<file path="config.mk">
export PLATFORM = sky130hd
export DESIGN_NAME = mode_and_expression_controller_top
export DESIGN_NICKNAME = d
export VERILOG_FILES = /design/src/hw/rtl/mec_pkg.sv /design/src/hw/rtl/mec_step.sv /design/src/hw/rtl/mode_and_expression_controller_top.sv
export VERILOG_INCLUDE_DIRS = /design/src /design/src/hw/rtl
export SDC_FILE = /design/constraint.sdc
export NUM_CORES = 1
export LEC_CHECK = 0
export ABC_AREA = 1
export BUFFER_PORTS_ARGS = -buffer_cell sky130_fd_sc_hd__clkbuf_2
export CAP_MARGIN = 0
export CORE_MARGIN = 4
export CORE_UTILIZATION = 60
export CTS_BUF_LIST = sky130_fd_sc_hd__clkbuf_2 sky130_fd_sc_hd__clkbuf_4 sky130_fd_sc_hd__clkbuf_8
export CTS_CLUSTER_SIZE = 14
export DETAILED_ROUTE_END_ITERATION = 12
export PLACE_DENSITY = 0.84
export REMOVE_ABC_BUFFERS = 1
export SYNTH_ARGS = -nofsm -noshare
export SYNTH_HDL_FRONTEND = slang
export SYNTH_SLANG_ARGS = --single-unit
</file>
<file path="constraint.sdc">
create_clock -name clk -period 10.2 [get_ports clk]
set_input_delay 1.02 -clock clk [delete_from_list [all_inputs] [get_ports clk]]
set_output_delay 1.02 -clock clk [all_outputs]
set_load 0.01 [all_outputs]
</file>
<file path="src/hw/rtl/assert_macros.svh">
// Assertion macros used by the top level of the mode and expression controller.
`ifndef ASSERT_MACROS_SVH
`define ASSERT_MACROS_SVH

// Checks a property on every rising clock edge. The check is off while reset is asserted.
`define ASSERT_ALWAYS(label, clk, rst_n, prop, msg) \
	label: assert property (@(posedge clk) disable iff (!(rst_n)) (prop)) else $error(msg);

// Checks that the consequent holds in the cycle after the antecedent.
`define ASSERT_NEXT(label, clk, rst_n, ante, cons, msg) \
	label: assert property (@(posedge clk) disable iff (!(rst_n)) (ante) |=> (cons)) \
		else $error(msg);

`endif

</file>
<file path="src/hw/rtl/mec_pkg.sv">
// Types, codes and reset constants of the mode and expression controller.
package mec_pkg;

	localparam int unsigned HoldWidth = 16;
	localparam int unsigned TimeWidth = 32;

	localparam logic [HoldWidth-1:0] TouchHoldReset  = 16'd2500;
	localparam logic [HoldWidth-1:0] MotionHoldReset = 16'd1500;
	localparam logic [HoldWidth-1:0] ShakeHoldReset  = 16'd2000;
	localparam logic [HoldWidth-1:0] RewardHoldReset = 16'd3000;

	typedef enum logic [3:0] {
		OP_BOOT        = 4'd0,
		OP_TAP         = 4'd1,
		OP_LONG_PRESS  = 4'd2,
		OP_MOTION      = 4'd3,
		OP_SHAKE       = 4'd4,
		OP_TRAIN_OK    = 4'd5,
		OP_SET_MODE    = 4'd6,
		OP_PING        = 4'd7,
		OP_ROUTE_A     = 4'd8,
		OP_ROUTE_B     = 4'd9,
		OP_ROUTE_C     = 4'd10,
		OP_ALERT_RAISE = 4'd11,
		OP_ALERT_CLEAR = 4'd12,
		OP_TICK        = 4'd13
	} op_t;

	typedef enum logic [2:0] {
		MODE_IDLE       = 3'd0,
		MODE_COMPANION  = 3'd1,
		MODE_TRAINING   = 3'd2,
		MODE_MONITORING = 3'd3,
		MODE_ALERT      = 3'd4,
		MODE_ERROR      = 3'd5
	} mode_t;

	typedef enum logic [2:0] {
		EXPR_NEUTRAL     = 3'd0,
		EXPR_HAPPY       = 3'd1,
		EXPR_CURIOUS     = 3'd2,
		EXPR_ENCOURAGING = 3'd3,
		EXPR_SLEEPY      = 3'd4,
		EXPR_WARNING     = 3'd5,
		EXPR_ERROR       = 3'd6
	} expr_t;

	typedef enum logic [2:0] {
		REASON_NONE     = 3'd0,
		REASON_NO_ALERT = 3'd1,
		REASON_LATCHED  = 3'd2,
		REASON_CONTEXT  = 3'd3,
		REASON_ROUTE    = 3'd4
	} reason_t;

	typedef enum logic [1:0] {
		REG_TOUCH_HOLD  = 2'd0,
		REG_MOTION_HOLD = 2'd1,
		REG_SHAKE_HOLD  = 2'd2,
		REG_REWARD_HOLD = 2'd3
	} cfg_reg_t;

	typedef struct packed {
		logic [HoldWidth-1:0] touch;
		logic [HoldWidth-1:0] motion;
		logic [HoldWidth-1:0] shake;
		logic [HoldWidth-1:0] reward;
	} holds_t;

	typedef struct packed {
		mode_t                mode;
		expr_t                expr;
		logic [TimeWidth-1:0] expiry;
		logic                 latch;
		logic [TimeWidth-1:0] entry_time;
		logic [TimeWidth-1:0] touch_time;
		logic [TimeWidth-1:0] revision;
	} state_t;

	typedef struct packed {
		logic                 accepted;
		logic                 changed;
		reason_t              reason;
		mode_t                mode;
		expr_t                expr;
		logic                 alert;
		logic [TimeWidth-1:0] revision;
		logic [TimeWidth-1:0] expiry;
	} result_t;

	function automatic expr_t base_expr(input mode_t mode);
		expr_t e;
		unique case (mode)
			MODE_IDLE:       e = EXPR_NEUTRAL;
			MODE_COMPANION:  e = EXPR_CURIOUS;
			MODE_TRAINING:   e = EXPR_CURIOUS;
			MODE_MONITORING: e = EXPR_SLEEPY;
			MODE_ALERT:      e = EXPR_WARNING;
			MODE_ERROR:      e = EXPR_ERROR;
			default:         e = EXPR_NEUTRAL;
		endcase
		return e;
	endfunction

endpackage

</file>
<file path="src/hw/rtl/mec_step.sv">
// Next-state and result logic for one event of the mode and expression controller.
module mec_step (
	input  mec_pkg::state_t                  cur,
	input  mec_pkg::holds_t                  holds,
	input  logic [3:0]                       operation,
	input  logic [mec_pkg::TimeWidth-1:0]    event_time,
	input  logic [2:0]                       target_mode,
	output mec_pkg::state_t                  nxt,
	output mec_pkg::result_t                 res
);

	mec_pkg::op_t                  op;
	logic [mec_pkg::HoldWidth-1:0] hold;
	logic [mec_pkg::TimeWidth-1:0] expiry_sum;
	mec_pkg::mode_t                req;
	mec_pkg::state_t               work;
	logic                          ok;
	logic                          chg;
	mec_pkg::reason_t              why;

	assign op         = mec_pkg::op_t'(operation);
	assign req        = mec_pkg::mode_t'(target_mode);
	assign expiry_sum = event_time + mec_pkg::TimeWidth'(hold);

	always_comb begin
		unique case (op)
			mec_pkg::OP_MOTION:   hold = holds.motion;
			mec_pkg::OP_SHAKE:    hold = holds.shake;
			mec_pkg::OP_TRAIN_OK: hold = holds.reward;
			default:              hold = holds.touch;
		endcase
	end

	always_comb begin
		work = cur;
		ok   = 1'b1;
		chg  = 1'b0;
		why  = mec_pkg::REASON_NONE;
		unique case (op)
			mec_pkg::OP_TICK: begin
				if (cur.expiry != '0 && event_time >= cur.expiry) begin
					work.expr   = mec_pkg::base_expr(cur.mode);
					work.expiry = '0;
					chg         = 1'b1;
				end
			end
			mec_pkg::OP_ALERT_RAISE: begin
				work.latch  = 1'b1;
				work.mode   = mec_pkg::MODE_ALERT;
				work.expr   = mec_pkg::EXPR_WARNING;
				work.expiry = '0;
				if (cur.mode != mec_pkg::MODE_ALERT) begin
					work.entry_time = event_time;
				end
				chg = (cur.mode != mec_pkg::MODE_ALERT) || (cur.expr != mec_pkg::EXPR_WARNING);
			end
			mec_pkg::OP_ALERT_CLEAR: begin
				if (!cur.latch) begin
					ok  = 1'b0;
					why = mec_pkg::REASON_NO_ALERT;
				end else begin
					work.latch  = 1'b0;
					work.mode   = mec_pkg::MODE_MONITORING;
					work.expr   = mec_pkg::EXPR_SLEEPY;
					work.expiry = '0;
					if (cur.mode != mec_pkg::MODE_MONITORING) begin
						work.entry_time = event_time;
					end
					chg = (cur.mode != mec_pkg::MODE_MONITORING)
						|| (cur.expr != mec_pkg::EXPR_SLEEPY);
				end
			end
			default: begin
				if (cur.latch) begin
					ok  = 1'b0;
					why = mec_pkg::REASON_LATCHED;
				end else begin
					unique case (op)
						mec_pkg::OP_BOOT: begin
							work.mode   = mec_pkg::MODE_IDLE;
							work.expr   = mec_pkg::EXPR_NEUTRAL;
							work.expiry = '0;
							if (cur.mode != mec_pkg::MODE_IDLE) begin
								work.entry_time = event_time;
							end
							chg = (cur.mode != mec_pkg::MODE_IDLE)
								|| (cur.expr != mec_pkg::EXPR_NEUTRAL);
						end
						mec_pkg::OP_TAP: begin
							// A tap in idle wakes the block into companion mode first.
							work.touch_time = event_time;
							work.expr       = mec_pkg::EXPR_HAPPY;
							work.expiry     = expiry_sum;
							if (cur.mode == mec_pkg::MODE_IDLE) begin
								work.mode       = mec_pkg::MODE_COMPANION;
								work.entry_time = event_time;
								chg             = 1'b1;
							end else begin
								chg = (cur.expr != mec_pkg::EXPR_HAPPY)
									|| (cur.expiry != expiry_sum);
							end
						end
						mec_pkg::OP_LONG_PRESS: begin
							work.touch_time = event_time;
							work.mode       = mec_pkg::MODE_COMPANION;
							work.expr       = mec_pkg::EXPR_CURIOUS;
							work.expiry     = expiry_sum;
							if (cur.mode != mec_pkg::MODE_COMPANION) begin
								work.entry_time = event_time;
							end
							chg = (cur.mode != mec_pkg::MODE_COMPANION)
								|| (cur.expr != mec_pkg::EXPR_CURIOUS) || (expiry_sum != '0);
						end
						mec_pkg::OP_MOTION: begin
							if (cur.mode != mec_pkg::MODE_IDLE
								&& cur.mode != mec_pkg::MODE_COMPANION) begin
								ok  = 1'b0;
								why = mec_pkg::REASON_CONTEXT;
							end else begin
								work.expr   = mec_pkg::EXPR_CURIOUS;
								work.expiry = expiry_sum;
								chg = (cur.expr != mec_pkg::EXPR_CURIOUS)
									|| (cur.expiry != expiry_sum);
							end
						end
						mec_pkg::OP_SHAKE: begin
							work.expr   = mec_pkg::EXPR_WARNING;
							work.expiry = expiry_sum;
							chg = (cur.expr != mec_pkg::EXPR_WARNING)
								|| (cur.expiry != expiry_sum);
						end
						mec_pkg::OP_TRAIN_OK: begin
							if (cur.mode != mec_pkg::MODE_TRAINING) begin
								ok  = 1'b0;
								why = mec_pkg::REASON_CONTEXT;
							end else begin
								work.expr   = mec_pkg::EXPR_ENCOURAGING;
								work.expiry = expiry_sum;
								chg = (cur.expr != mec_pkg::EXPR_ENCOURAGING)
									|| (cur.expiry != expiry_sum);
							end
						end
						mec_pkg::OP_SET_MODE: begin
							if (target_mode > 3'(mec_pkg::MODE_ERROR)) begin
								ok  = 1'b0;
								why = mec_pkg::REASON_CONTEXT;
							end else begin
								work.mode   = req;
								work.expr   = mec_pkg::base_expr(req);
								work.expiry = '0;
								if (cur.mode != req) begin
									work.entry_time = event_time;
								end
								chg = (cur.mode != req) || (cur.expr != mec_pkg::base_expr(req));
							end
						end
						mec_pkg::OP_PING: begin
							chg = 1'b0;
						end
						default: begin
							ok  = 1'b0;
							why = mec_pkg::REASON_ROUTE;
						end
					endcase
				end
			end
		endcase
	end

	always_comb begin
		nxt = work;
		if (ok && chg) begin
			nxt.revision = cur.revision + mec_pkg::TimeWidth'(1);
		end
		res.accepted = ok;
		res.changed  = ok && chg;
		res.reason   = why;
		res.mode     = nxt.mode;
		res.expr     = nxt.expr;
		res.alert    = nxt.latch;
		res.revision = nxt.revision;
		res.expiry   = nxt.expiry;
	end

endmodule

</file>
<file path="src/hw/rtl/mode_and_expression_controller_top.sv">
// Top level of the mode and expression controller with its handshake, configuration and state.
// The controller takes one event beat per clock cycle while the output is not stalled, and
// passes each result through the input register, where the whole decision against the
// current state is made by a single pass of logic including one 32-bit add for the expiry
// time, and then through the result register. State is written as a beat leaves the input
// register, so back-to-back beats each see the effect of the one before. A stalled result
// holds the result register; the input register keeps taking beats until it is full too.
// The four hold-time registers are written through the configuration port, which is
// always ready and should only be used while no event is in flight.
`include "assert_macros.svh"

module mode_and_expression_controller_top (
	input  logic                             clk,
	input  logic                             arst_n,
	input  logic                             in_valid,
	output logic                             in_stall,
	input  logic [3:0]                       operation,
	input  logic [mec_pkg::TimeWidth-1:0]    event_time,
	input  logic [2:0]                       target_mode,
	output logic                             out_valid,
	input  logic                             out_stall,
	output logic                             accepted,
	output logic                             changed,
	output logic [2:0]                       reason,
	output logic [2:0]                       mode_now,
	output logic [2:0]                       expression_now,
	output logic                             alert_active,
	output logic [mec_pkg::TimeWidth-1:0]    revision_now,
	output logic [mec_pkg::TimeWidth-1:0]    expiry_now,
	input  logic                             cfg_valid,
	output logic                             cfg_ready,
	input  logic [1:0]                       cfg_index,
	input  logic [mec_pkg::HoldWidth-1:0]    cfg_data
);

	mec_pkg::holds_t               holds_q;
	mec_pkg::state_t               state_q;
	mec_pkg::state_t               state_nxt;
	mec_pkg::result_t              res;
	mec_pkg::result_t              res_s2;
	logic                          out_valid_s2;
	logic                          in_valid_s1;
	logic [3:0]                    op_s1;
	logic [mec_pkg::TimeWidth-1:0] time_s1;
	logic [2:0]                    req_s1;
	logic                          s2_free;
	logic                          s1_adv;
	logic                          in_take;

	assign cfg_ready = 1'b1;
	assign s2_free   = !out_valid_s2 || !out_stall;
	assign s1_adv    = in_valid_s1 && s2_free;
	assign in_stall  = in_valid_s1 && !s2_free;
	assign in_take   = in_valid && !in_stall;

	always_ff @(posedge clk or negedge arst_n) begin
		if (!arst_n) begin
			holds_q <= '{
				touch:  mec_pkg::TouchHoldReset,
				motion: mec_pkg::MotionHoldReset,
				shake:  mec_pkg::ShakeHoldReset,
				reward: mec_pkg::RewardHoldReset
			};
		end else if (cfg_valid && cfg_ready) begin
			unique case (mec_pkg::cfg_reg_t'(cfg_index))
				mec_pkg::REG_TOUCH_HOLD:  holds_q.touch  <= cfg_data;
				mec_pkg::REG_MOTION_HOLD: holds_q.motion <= cfg_data;
				mec_pkg::REG_SHAKE_HOLD:  holds_q.shake  <= cfg_data;
				mec_pkg::REG_REWARD_HOLD: holds_q.reward <= cfg_data;
				default:                  holds_q        <= holds_q;
			endcase
		end
	end

	always_ff @(posedge clk or negedge arst_n) begin
		if (!arst_n) begin
			in_valid_s1 <= 1'b0;
		end else if (in_take) begin
			in_valid_s1 <= 1'b1;
		end else if (s1_adv) begin
			in_valid_s1 <= 1'b0;
		end
	end

	always_ff @(posedge clk) begin
		if (in_take) begin
			op_s1   <= operation;
			time_s1 <= event_time;
			req_s1  <= target_mode;
		end
	end

	mec_step u_step (
		.cur            (state_q),
		.holds          (holds_q),
		.operation      (op_s1),
		.event_time     (time_s1),
		.target_mode    (req_s1),
		.nxt            (state_nxt),
		.res            (res)
	);

	always_ff @(posedge clk or negedge arst_n) begin
		if (!arst_n) begin
			state_q <= '{
				mode:       mec_pkg::MODE_IDLE,
				expr:       mec_pkg::EXPR_NEUTRAL,
				expiry:     '0,
				latch:      1'b0,
				entry_time: '0,
				touch_time: '0,
				revision:   '0
			};
		end else if (s1_adv) begin
			state_q <= state_nxt;
		end
	end

	always_ff @(posedge clk or negedge arst_n) begin
		if (!arst_n) begin
			out_valid_s2 <= 1'b0;
		end else if (s1_adv) begin
			out_valid_s2 <= 1'b1;
		end else if (!out_stall) begin
			out_valid_s2 <= 1'b0;
		end
	end

	always_ff @(posedge clk) begin
		if (s1_adv) begin
			res_s2 <= res;
		end
	end

	assign out_valid      = out_valid_s2;
	assign accepted       = res_s2.accepted;
	assign changed        = res_s2.changed;
	assign reason         = res_s2.reason;
	assign mode_now       = res_s2.mode;
	assign expression_now = res_s2.expr;
	assign alert_active   = res_s2.alert;
	assign revision_now   = res_s2.revision;
	assign expiry_now     = res_s2.expiry;

	`ASSERT_ALWAYS(a_latch_in_alert, clk, arst_n,
		!state_q.latch || state_q.mode == mec_pkg::MODE_ALERT, "Alert latch set outside alert mode.")
	`ASSERT_NEXT(a_rev_step, clk, arst_n, s1_adv && res.changed,
		state_q.revision == $past(state_q.revision) + mec_pkg::TimeWidth'(1),
		"Revision did not advance by one on a change.")
	`ASSERT_NEXT(a_reject_holds, clk, arst_n, s1_adv && !res.accepted, $stable(state_q),
		"A rejected beat altered the state.")
	`ASSERT_NEXT(a_entry_time, clk, arst_n, s1_adv && state_nxt.mode != state_q.mode,
		state_q.entry_time == $past(time_s1), "Mode entry time missed a mode change.")
	`ASSERT_NEXT(a_touch_time, clk, arst_n,
		s1_adv && res.accepted && (op_s1 == mec_pkg::OP_TAP || op_s1 == mec_pkg::OP_LONG_PRESS),
		state_q.touch_time == $past(time_s1), "Last touch time not taken on a touch.")

endmodule

</file>
==> impl_metrics.py, run 1 <==
metrics = {
    "synth": {
        "synth-seq-cells": 252,
        "synthTopCellsByCount": "nand2_1, inv_1, o21ai_0",
        "synth_area_per_cell_um2": 7.59,
        "yosysTopAreaCellShare_pct": 22.9,
        "post-synth-top-count-cell": "nand2_1",
        "synth_area_leader_cell": "edfxtp_1",
        "synth_edf_count": 115,
        "ys_seq_area_share_pct": 45.8,
        "netlist_top_cells_area": "edfxtp_1, dfrtp_1, nand2_1",
        "synth_cell_types": 50,
        "synth-main-ff-cell": "edfxtp_1",
        "async_flop_share_pct": 54.4,
        "ys.warnings.count": 0,
        "synth.cell_area_mm2": 0.0151,
        "synthCells": 1990,
    },
    "pwr": {
        "p_seq_share_pct": 40.5,
        "swShare_pct": 37.7,
        "p_leak_nw": 8.07,
        "p_switching_w": 0.00127,
        "power.density_mw_per_mm2": 199,
        "clkPwrFrac_pct": 27.5,
        "pwr-share-comb_pct": 32.0,
        "internal_power_w": 0.00210,
        "irDropWorstVdd_v": 0.000199,
    },
    "placed_design": {
        "dpl_worst_slack_ps": 4490,
        "dp.cells": 2400,
        "dpl.hpwl_um": 31100,
        "place_congestion": 1.02,
        "port_buffers": 139,
    },
    "floorplanning": {
        "coreArea_mm2": 0.0245,
        "die_w_um": 167,
        "start_util_pct": 61.6,
        "dieArea_mm2": 0.0278,
        "rows": 57,
        "die_y_um": 167,
        "pin_count": 141,
    },
    "worst_setup_path": {
        "cpMostUsedCell": "nand2_1",
        "cp_max_fo": 33,
        "regToRegEndpoint": "revision_now[1]",
        "r2r.worst_path.cells": 31,
        "startpoint_type": "flip-flop",
        "cp_slowest_stage_delay_ps": 570,
        "end_kind": "flip-flop",
        "critPathRequiredTime_ps": 10520,
        "critical_path.startpoint": "op_s1[0]",
        "regToRegSetupSlack_ps": 4280,
        "critPathArrivalTime_ps": 6240,
        "worst_path_max_delay_cell": "inv_1",
        "cp-endpoint": "revision_now[1]",
        "r2r-start": "op_s1[0]",
        "crit_type": "reg2reg",
    },
    "flow_run": {
        "max-cap-violations": 0,
    },
    "timing": {
        "timing.fmax_mhz": 169,
        "drv_slew": 0,
        "relSlewSlack_pct": 19.7,
        "rsz0062_at_grt": "no",
        "fin_skew_ps": 18.8,
        "fin_ws_ps": 4280,
        "setup_viol": 0,
        "hold_viol": 0,
        "fin_crit_sh_pct": 58.0,
        "min_period_ps": 5920,
        "tightest_slew_ps": 1200,
    },
    "global_routing": {
        "grt_antenna_before_repair": 0,
        "track_usage_pct": 30.7,
        "grt_max_degree": 188,
        "grt_first_pass_wirelength_um": 70300,
        "overflow": 0,
        "first_global_vias": 13500,
    },
    "cts": {
        "ctsHoldBuffers": 0,
        "cts_setup_buffers": 0,
        "cts_tree": "yes",
        "ctsResizeCount": 0,
        "clk_pin_slew_ps": 60,
        "numCtsBuffers": 42,
        "cts.sinks": 252,
        "clock_path_buffers": 3,
        "h-tree-depth": 2,
        "worstSkewPairLatency_ps": 570,
        "root_buffer": "clkbuf_8",
    },
    "routing": {
        "route.detailed.drc": 0,
        "vias": 14300,
        "dr.pass1.iters": 5,
        "first_iter_violations": 1323,
        "postRouteAntennaNets": 0,
        "via_per_inst": 5.77,
        "routedWlPerCell_um": 17.4,
        "routed_wl_um": 43200,
    },
    "finish": {
        "fin_cells": 2478,
        "syn_to_final_growth_pct": 12.0,
        "final_util_pct": 68.9,
        "nets": 2232,
        "antenna_cells": 0,
        "drive_gt1_share_pct": 14.3,
    },
    "hold_path": {
        "hold_class": "in2async",
    },
    "run_status": {
        "status": "completed",
    },
}
-- power groups by stage --
stage	clock [W]	sequential (W)	combinational [W]
floorplan	0	0.00137	0.000695
CTS	0.000944	0.00136	0.00106
finish	0.000927	0.00136	0.00108
global route	0.000997	0.00138	0.00120
global placement	0	0.00137	0.00102
detailed placement	0	0.00138	0.00105
-- area by class of cell --
cell class / count / area (um^2)
Clock inverter: 7 / 41.3
Fill cell: 2041 / 7620
Clock buffer: 71 / 833
Inverter: 208 / 781
Tap cell: 324 / 405
Multi-Input combinational cell: 1467 / 7150
Timing Repair Buffer: 149 / 790
Sequential cell: 252 / 6910
-- registers in the layout, summed over array words and instances, names as in the netlist, 3 cells and up --
signal and flops:
op_s1 4, reason 3, holds_q 64, state_q 71, mode_now 3, time_s1 32, revision_now 32, req_s1 3
expression_now 3, expiry_now 32
-- cells by family (layout without fill, tap and decap cells) --
logic type | Yosys count | count (layout) | share of synthesized area, %
XOR/XNOR | 38 | 38 | 2.20
buffers and inverters | 271 | 435 | 7.02
other | 1 | 1 | 0.0248
AND/OR/NAND/NOR | 1122 | 1122 | 31.3
AO/OA/AOI/OAI | 256 | 256 | 9.46
adder cells (fa/ha/maj) | 50 | 50 | 4.19
flip-flops | 252 | 252 | 45.8
-- metrics by stage --
step	area [um^2]	total power [W]	hold slack, ps	setup TNS (ps)
final	16900	0.00337	445	0
after global routing	16900	0.00357	505	0
after CTS	16900	0.00336	488	0
after detailed placement	16000	0.00243	473	0
after global placement	16000	0.00239	467	0
after floorplan	14800	0.00207	434	-13780
-- routing by layer --
metal  vias to the layer above  GRT usage [%]  wire length, um
met5                         -              0                0
met4                         0           9.57             1240
met3                       107           5.76             4170
met2                       686           48.8            19700
met1                      6668           43.2            18100
li1                       6826              -                -
-- placed cells by master, fill, tap and decap left out, types with 4 or more instances in the layout --
cell      instances
o221ai_1          5
o21ai_1          12
dfrtp_1         112
nand3_1         154
dfstp_2          25
a21oi_2           4
a21oi_1          34
edfxtp_1        115
nand2_1         702
a211oi_1          5
nor4_1           11
inv_2             9
clkinv_1          5
or2_1             4
o21ai_0         156
xnor2_1           9
buf_4             9
clkbuf_2        138
xor2_1           29
nand4_1          31
inv_1           196
ha_1             49
nor2_1          134
nand3b_1          5
o22ai_1          17
nand2_2          27
clkbuf_8         48
nor2_2            5
a41oi_1          12
clkbuf_4         23
nor3_2            4
nor3_1           37
-- worst max-delay path, delay by kind of cell (launching register included) --
kind | cells | cell delay [ps]
flops | 1 | 430
simple gates | 24 | 3360
compound gates | 2 | 450
fa+ha+maj | 1 | 420
buf+inv | 4 | 1020
-- how the worst min path moves through the flow --
| stage | from | end | depth (start not counted) |
|---|---|---|---|
| after CTS | arst_n | state_q[108] | 1 |
| final | arst_n | state_q[116] | 1 |
| after global placement | holds_q[16] | holds_q[16] | 2 |
| after floorplan | in_valid_s1 | out_valid | 2 |
| after detailed placement | holds_q[41] | holds_q[41] | 2 |
| after global routing | holds_q[47] | holds_q[47] | 2 |
No activity file was read; power rests on OpenSTA's default activity.
==> run 2, diff against run 1 <==
==> constraint.sdc (replaced) <==
create_clock -name clk -period 5.7 [get_ports clk]
set_input_delay 0.57 -clock clk [delete_from_list [all_inputs] [get_ports clk]]
set_output_delay 0.57 -clock clk [all_outputs]
set_load 0.01 [all_outputs]
==> impl_metrics.py, run 2 (synthesis gave the netlist of run 1 again) <==
metrics = {
    "worst_setup_path": {
        "cp_max_fo": 33,
        "r2r.worst_path.cells": 28,
        "cp_slowest_stage_delay_ps": 480,
        "critPathArrivalTime_ps": 5670,
        "cpMostUsedCell": "nand2_1",
        "crit_type": "reg2reg",
        "worst_path_max_delay_cell": "edfxtp_1",
        "cp-endpoint": "revision_now[0]",
        "startpoint_type": "flip-flop",
        "critPathRequiredTime_ps": 6020,
        "r2r-start": "op_s1[0]",
        "end_kind": "flip-flop",
        "critical_path.startpoint": "op_s1[0]",
        "regToRegEndpoint": "revision_now[0]",
        "regToRegSetupSlack_ps": 350,
    },
    "cts": {
        "cts.sinks": 252,
        "ctsResizeCount": 0,
        "clk_pin_slew_ps": 70,
        "root_buffer": "clkbuf_8",
        "clock_path_buffers": 3,
        "numCtsBuffers": 42,
        "worstSkewPairLatency_ps": 570,
        "ctsHoldBuffers": 0,
        "h-tree-depth": 2,
        "cts_tree": "yes",
        "cts_setup_buffers": 0,
    },
    "pwr": {
        "internal_power_w": 0.00373,
        "swShare_pct": 37.9,
        "p_switching_w": 0.00227,
        "pwr-share-comb_pct": 31.9,
        "p_seq_share_pct": 40.7,
        "p_leak_nw": 8.09,
        "clkPwrFrac_pct": 27.4,
        "power.density_mw_per_mm2": 354,
        "irDropWorstVdd_v": 0.000308,
    },
    "finish": {
        "largest_reg_flops": 71,
        "regMostFlops": "state_q",
        "fin_cells": 2483,
        "largestRegisters": "state_q x71, holds_q x64",
        "layout_commonest_cell": "nand2_1",
        "layout_common_cells": "nand2_1, inv_1, o21ai_0",
        "syn_to_final_growth_pct": 12.2,
        "antenna_cells": 0,
        "drive_gt1_share_pct": 14.3,
        "nets": 2238,
    },
    "flow_run": {
        "max-cap-violations": 0,
    },
    "routing": {
        "routedWlPerCell_um": 17.2,
        "via_per_inst": 5.73,
        "vias": 14200,
        "postRouteAntennaNets": 0,
        "route.detailed.drc": 0,
        "first_iter_violations": 1420,
        "routed_wl_um": 42800,
        "dr.pass1.iters": 6,
    },
    "hold_path": {
        "hold_class": "in2async",
    },
    "timing": {
        "holdWs_ps": 55.3,
        "tightest_slew_ps": 1150,
        "min_period_ps": 5350,
        "setup_viol": 0,
        "relSlewSlack_pct": 22.9,
        "rsz0062_at_grt": "no",
        "fin_skew_ps": 21.7,
        "fin_crit_sh_pct": 93.9,
        "finalSetupTns_ps": 0,
        "hold_viol": 0,
        "drv_slew": 0,
        "timing.fmax_mhz": 187,
    },
    "floorplanning": {
        "die_y_um": 167,
        "coreArea_mm2": 0.0245,
        "die_w_um": 167,
        "dieArea_mm2": 0.0278,
        "start_util_pct": 61.6,
        "rows": 57,
        "pin_count": 141,
    },
    "global_routing": {
        "grt_max_degree": 188,
        "overflow": 0,
        "grt_first_pass_wirelength_um": 69900,
        "first_global_vias": 13500,
        "track_usage_pct": 30.6,
        "grt_antenna_before_repair": 0,
    },
    "placed_design": {
        "dp.cells": 2406,
        "dpl.hpwl_um": 31000,
        "place_congestion": 1.05,
        "port_buffers": 139,
    },
    "run_status": {
        "status": "completed",
    },
}
run 2: cell types whose count changed in the layout (fill, tap and decap cells not counted), sizes merged:
cell / change
clkbuf: -15
clkinv: +11
buf: +6
bufinv: +2
clkinvlp: +1
run 2: cell type report:
cell class / count / area (um^2)
Clock buffer: 56 / 696
Clock inverter: 21 / 160
Fill cell: 2083 / 7590
Inverter: 208 / 781
Multi-Input combinational cell: 1467 / 7150
Sequential cell: 252 / 6910
Tap cell: 324 / 405
Timing Repair Buffer: 155 / 835
run 2: worst min path at each step:
stage | endpoint | from | depth (start not counted)
after global placement | holds_q[49] | holds_q[49] | 2
after detailed placement | holds_q[18] | holds_q[18] | 2
after global routing | state_q[115] | arst_n | 1
final | state_q[115] | arst_n | 1
after CTS | state_q[115] | arst_n | 1
after floorplan | holds_q[0] | arst_n | 0
run 2: through the flow:
stage / setup WS (ps) / total power (W) / util [%] / area (um^2)
final: 348 / 0.00601 / 69.1 / 16900
after global routing: 30.9 / 0.00639 / 69.1 / 16900
after CTS: 237 / 0.00600 / 69.0 / 16900
after detailed placement: 263 / 0.00434 / 65.5 / 16100
after global placement: 347 / 0.00430 / 65.5 / 16100
after floorplan: -4480 / 0.00370 / - / 14800
run 2: routing by layer:
metal  vias to the layer above  global-route usage [%]  share of wire [%]
met5                         -                       0                  0
met4                         0                    11.9                3.8
met3                       121                    5.05                8.9
met2                       687                    47.0                 44
met1                      6599                    43.9                 43
li1                       6831                       -                  -
run 2: power groups by stage:
| stage | logic [W] | clock network (W) | registers, W |
|---|---|---|---|
| after global placement | 0.00183 | 0 | 0.00246 |
| after CTS | 0.00189 | 0.00168 | 0.00244 |
| after global routing | 0.00215 | 0.00177 | 0.00247 |
| after floorplan | 0.00124 | 0 | 0.00246 |
| final | 0.00191 | 0.00165 | 0.00245 |
| after detailed placement | 0.00188 | 0 | 0.00246 |
run 2: worst max-delay path: cells and delay by family, from the launching register on:
family	cells	cell delay (ps)
compound gates	4	840
fa+ha+maj	1	360
buf+inv	3	590
flops	1	480
simple gates	20	2810
